## config.mk

```make
export PLATFORM = sky130hd
export DESIGN_NAME = ktrie_ctrl
export DESIGN_NICKNAME = d
export VERILOG_FILES = /design/src/hdl/ktrie_pkg.sv /design/src/hdl/ktrie_ctrl.sv
export SDC_FILE = /design/constraint.sdc
export NUM_CORES = 1
export LEC_CHECK = 0
export BUFFER_PORTS_ARGS = -buffer_cell sky130_fd_sc_hd__buf_2
export CORE_AREA = 3 3 40 42
export DETAILED_ROUTE_END_ITERATION = 12
export DIE_AREA = 0 0 43 45
export MAX_ROUTING_LAYER = met4
export PLACE_DENSITY = 0.36
export SYNTH_ARGS = -nofsm -noshare
export SYNTH_HDL_FRONTEND = slang
export SYNTH_SLANG_ARGS = --single-unit
```

## constraint.sdc

```tcl
create_clock -name clk -period 1.5 [get_ports clk]
set_clock_uncertainty 0.15 [all_clocks]
set_input_delay 0.3 -clock clk [delete_from_list [all_inputs] [get_ports clk]]
set_output_delay 0.3 -clock clk [all_outputs]
set_load 0.01 [all_outputs]
```

## src/hdl/ktrie_pkg.sv

```systemverilog
package ktrie_pkg;

  localparam int SYMBOLS        = 37;
  localparam int LETTERS        = 26;
  localparam int SYM_DIGIT_BASE = 26;
  localparam int SYM_UNDERSCORE = 36;
  localparam int SYM_W          = 6;
  localparam int TAG_W          = 11;
  localparam int INDEX_W        = 10;

  localparam logic [TAG_W-1:0] NO_WORD = {TAG_W{1'b1}};

  localparam logic OP_INSERT = 1'b0;
  localparam logic OP_LOOKUP = 1'b1;

  localparam logic [2:0] STATUS_INSERTED  = 3'd0;
  localparam logic [2:0] STATUS_FOUND     = 3'd1;
  localparam logic [2:0] STATUS_NOT_FOUND = 3'd2;
  localparam logic [2:0] STATUS_BAD_CHAR  = 3'd3;
  localparam logic [2:0] STATUS_POOL_FULL = 3'd4;

  localparam logic [1:0] FAULT_NONE     = 2'd0;
  localparam logic [1:0] FAULT_BAD_CHAR = 2'd1;
  localparam logic [1:0] FAULT_POOL     = 2'd2;
  localparam logic [1:0] FAULT_MISSING  = 2'd3;

  typedef struct packed {
    logic                 op;
    logic [7:0]           char_code;
    logic                 is_last;
    logic [INDEX_W-1:0]   keyword_index;
  } item_t;

  typedef struct packed {
    logic [2:0]           status;
    logic [INDEX_W-1:0]   found_index;
  } result_t;

  // controller to datapath
  typedef struct packed {
    logic clear_en;
    logic accept;
    logic resolve;
    logic tag_finish;
  } ctl_t;

  // datapath to controller
  typedef struct packed {
    logic walk;
    logic need_tag;
    logic clear_last;
  } dp_stat_t;

  typedef struct packed {
    logic             valid;
    logic [SYM_W-1:0] sym;
  } sym_t;

  function automatic sym_t symbol_of(input logic [7:0] c);
    sym_t       s;
    logic [7:0] lc;
    s.valid = 1'b0;
    s.sym   = '0;
    lc      = (c >= 8'h41 && c <= 8'h5A) ? c + 8'h20 : c;
    if (lc == 8'h5F) begin
      s.valid = 1'b1;
      s.sym   = SYM_W'(SYM_UNDERSCORE);
    end else if (lc >= 8'h61 && lc <= 8'h7A) begin
      s.valid = 1'b1;
      s.sym   = SYM_W'(lc - 8'h61);
    end else if (lc >= 8'h30 && lc <= 8'h39) begin
      s.valid = 1'b1;
      s.sym   = SYM_W'(lc - 8'h30) + SYM_W'(SYM_DIGIT_BASE);
    end
    return s;
  endfunction

  function automatic logic [2:0] fault_status(input logic op, input logic [1:0] fault);
    logic [2:0] st;
    st = STATUS_NOT_FOUND;
    if (op == OP_INSERT) begin
      unique case (fault)
        FAULT_BAD_CHAR: st = STATUS_BAD_CHAR;
        FAULT_POOL:     st = STATUS_POOL_FULL;
        FAULT_MISSING:  st = STATUS_NOT_FOUND;
        default:        st = STATUS_INSERTED;
      endcase
    end
    return st;
  endfunction

endpackage

```

## src/hdl/ktrie_ctrl.sv

```systemverilog
module ktrie_ctrl (
  input  logic                clk,
  input  logic                rst,
  input  logic                start,
  input  ktrie_pkg::dp_stat_t stat,
  output ktrie_pkg::ctl_t     ctl,
  output logic                busy
);

  typedef enum logic [1:0] {
    S_CLEAR,
    S_IDLE,
    S_CHILD,
    S_TAG
  } state_t;

  state_t state;
  state_t state_next;

  always_comb begin
    ctl            = '0;
    ctl.clear_en   = (state == S_CLEAR);
    ctl.accept     = (state == S_IDLE) && start;
    ctl.resolve    = (state == S_CHILD);
    ctl.tag_finish = (state == S_TAG);
  end

  always_comb begin
    state_next = state;
    unique case (state)
      S_CLEAR: if (stat.clear_last) state_next = S_IDLE;
      S_IDLE:  if (start && stat.walk) state_next = S_CHILD;
      S_CHILD: state_next = stat.need_tag ? S_TAG : S_IDLE;
      S_TAG:   state_next = S_IDLE;
      default: state_next = S_IDLE;
    endcase
  end

  always_ff @(posedge clk) begin
    if (rst) begin
      state <= S_CLEAR;
      busy  <= 1'b1;
    end else begin
      state <= state_next;
      busy  <= (state_next != S_IDLE);
    end
  end

endmodule

```

=== Yosys cells after proc, flatten, opt, wreduce, memory -nomap -nowiden ===
Cells that the tools add are included.

* Output and inout port bits: 5
* Logic and storage cells: 13
* Input port bits: 6
* Bits in registers: 3

* Multiplexer cells: 4
* Reductions and logical operators: 3
* Eq/ne operators: 4

{| class="wikitable"
|+ Operators with widths
! kind !! number
|-
| one-hot mux 2 bit (4 select lines) || 1
|-
| 2-to-1 mux 2 bit || 3
|-
| == test 2 bit, second input constant || 2
|-
| == test 2 x 1 -> 1 bit, second input constant || 1
|-
| logical AND 1 bit || 2
|-
| zero test 2 bit || 1
|-
| != test 2 x 1 -> 1 bit, second input constant || 1
|}

=== Longest topological paths before layout ===
* Word-level depth: 4
* Gate-level depth with buffers: 2

=== Least setup slack after synthesis ===
No wires, ideal clock.

* Kind: reg2reg
* Start point: reg state[1]
* End point: reg state[0]
* Setup slack: 0.368 ns
* Period minus slack after synthesis: 1.132 ns
* Stages on the path, launching flop included: 3
* Data arrival time: 0.867 ns
* Buffers on the path: 0
* Data required time: 1.234 ns
* Cells stage by stage: dfxtp_1 or3_1 and3b_1

* Cells in the longest elaborated chain, start to end: 2

{| class="wikitable"
|+ Ends and longest elaborated chain
! item !! RTL line !! source
|-
| start: declaration || ktrie_ctrl.sv:17 || <nowiki>state_t state;</nowiki>
|-
| start signal: assignment || ktrie_ctrl.sv:44 || <nowiki>state <= state_next;</nowiki>
|-
| == test 2 bit, or another cell as far along || ktrie_ctrl.sv:30 || <nowiki>unique case (state)</nowiki>
|-
| one-hot mux 2 bit (4 select lines) * || ktrie_ctrl.sv:30 ||
|}

Every way passes the cells marked *; elsewhere a longest branch is shown, timed or not.
A chain may end at the register's enable or synchronous reset.

==> impl_metrics.ini <==
[worst_setup_path]
crit_family = flip-flops
crit_type = reg -> out
crit_chain = and2_2 -> buf_2
cp_slowest_cell = dfxtp_1
rrSetupSlack_ns = 0.31
path_buf_inv = 1
cp-end-kind = output port
cp_max_fo = 7
slowest_delay_ns = 0.40
critPathRequiredTime_ns = 1.05
start_kind = flip-flop
arrival_ns = 0.91

[synthesis]
synth-seq-cells = 3
yosysSeqAreaShare_pct = 46.2
syn_area_um2 = 130
avgSynthCellArea_um2 = 9.29
syn_inst = 14
synth.distinct_cells = 10
ys_warn_count = 0
syn_nets = 20

[grt]
grtUsageTotal_pct = 5.23
grt_remaining_overflow = 0
grt_pass1_vias = 164
antenna_found_initial = 0
grt_max_degree = 8
grt_first_pass_wirelength_um = 676

[detailed_routing]
viasPerCell = 3.44
routed_wl_um = 366
dr.pass1.iters = 1
vias = 148
drt.antenna.violating_nets = 0
drc = 0
wire_per_inst_um = 8.51
dr.first_iter.drc_count = 0

[run_status]
outcome = finished, final reports clean

[timing]
slew_violations = 0
tns_ns = 0
fmax_mhz = 734
rsz0062_at_grt = false
hold_viol = 0
setup_viol = 0
worst_pin_slew_ns = 0.183
relSlewSlack_pct = 87.8
finalCriticalPeriod_ns = 1.36
worst_slack_ns = 0.138
fin_crit_sh_pct = 90.8

[place]
dp_hpwl_um = 292
portBuffers = 10
place_ws_ns = 0.324
dp.cells = 39
gp_congestion = 0.759

[power_and_ir_drop]
design_power_total_uw = 259
ir_drop_v = 0.000298
p_per_area_mw_per_mm2 = 1150
p_int_uw = 202
pwr-share-seq_pct = 34.9
clockPowerShare_pct = 53.5
sw_frac_of_total_pct = 22.3
p_leak_nw = 0.110
netSwitchingPower_uw = 57.7
combPwrFrac_pct = 11.6

[floorplan]
ios = 11
die_area_mm2 = 0.00194
start_util_pct = 10.1
core_area_mm2 = 0.00128
die_x_um = 43
rows = 13
die_y_um = 45

[clocking]
insertion_delay_ns = 0.23
clk_pin_slew_ns = 0.04
ctsRootBufferMaster = clkbuf_4
post_cts_buffers = 0
numCtsBuffers = 3
numClockSinks = 3
clock_path_buffers = 2
htreeDepth = 1
cts-resized-gates = 0
hold_buffers = 0
tritoncts = done

[finish]
area.growth.synth_to_final_pct = 73.1
n_fill_cell = 143
n_antenna_cell = 0
drive_above_1_share_pct = 50.0
layout.cells.non_filler = 43
nNetsFinal = 35
final_util_pct = 17.5

[hold_path]
hold_class = in -> reg

[flow_run]
cap_violations = 0
## cell usage after synthesis, drive strengths merged
cell type	n	share of area, %
dfxtp	3	46
nand4b	2	13
nor2	2	5.8
a21oi	1	3.8
and2	1	5.8
and3b	1	6.7
nand2	1	2.9
nand3b	1	5.8
nor2b	1	4.8
or3	1	4.8
## area by class of cell
class / count / area (um^2) / share of cell area [%]
clock buffer: 4 / 26.3 / 11.7
multi-input combinational: 11 / 70.1 / 31.1
timing repair buffer: 10 / 50.0 / 22.2
tap: 15 / 18.8 / 8.33
sequential: 3 / 60.1 / 26.7
## state kept, by name, indices dropped and copies added, names as in the netlist
register,flops
busy,1
state,2
## layer usage
layer | GRT usage, % | up-vias | wire (um)
li1 | - | 78 | -
met1 | 6.01 | 61 | 165
met2 | 5.69 | 9 | 142
met3 | 1.99 | 0 | 58
met4 | 7.23 | 0 | 0
met5 | - | - | 0
## layout by cell type (no fill, tap or decap), drive strengths merged
cell / count
nor2b: 1
buf: 10
dfxtp: 3
a21oi: 1
clkbuf: 4
and2: 1
nand2: 1
or3: 1
nand4b: 2
nand3b: 1
nor2: 2
and3b: 1
## cells by family after synthesis
logic type / synth area share [%]
AND/OR/NAND/NOR: 50.0
flip-flops: 46.2
AO/OA/AOI/OAI: 3.84
## final timing paths
kind,to,from,cells after the start
hold / removal,state[1],rst,2
hold reg to reg,state[1],state[1],2
setup reg to reg,state[0],state[1],2
setup / recovery,ctl[0],state[1],2
## metrics by stage
stage          hold WS, ns  area (um^2)
3_5_place_dp         0.334          199
2_1_floorplan        0.219          130
4_1_cts             0.0869          225
3_3_place_gp         0.328          199
5_1_grt              0.106          225
6_report             0.100          225
## power by group through the flow
stage,clock (mW),combinational [mW],sequential [mW]
2_1_floorplan,0,0.0132,0.0922
3_3_place_gp,0,0.0302,0.0917
3_5_place_dp,0,0.0303,0.0920
4_1_cts,0.148,0.0305,0.0908
5_1_grt,0.152,0.0341,0.0920
6_report,0.139,0.0300,0.0906
## worst reg2reg max path: cells and delay by family (launching register included)
family | cells | cell delay (ns)
flip-flops | 1 | 0.34
AND/OR/NAND/NOR | 2 | 0.58
(Power assumes the default switching activity.)
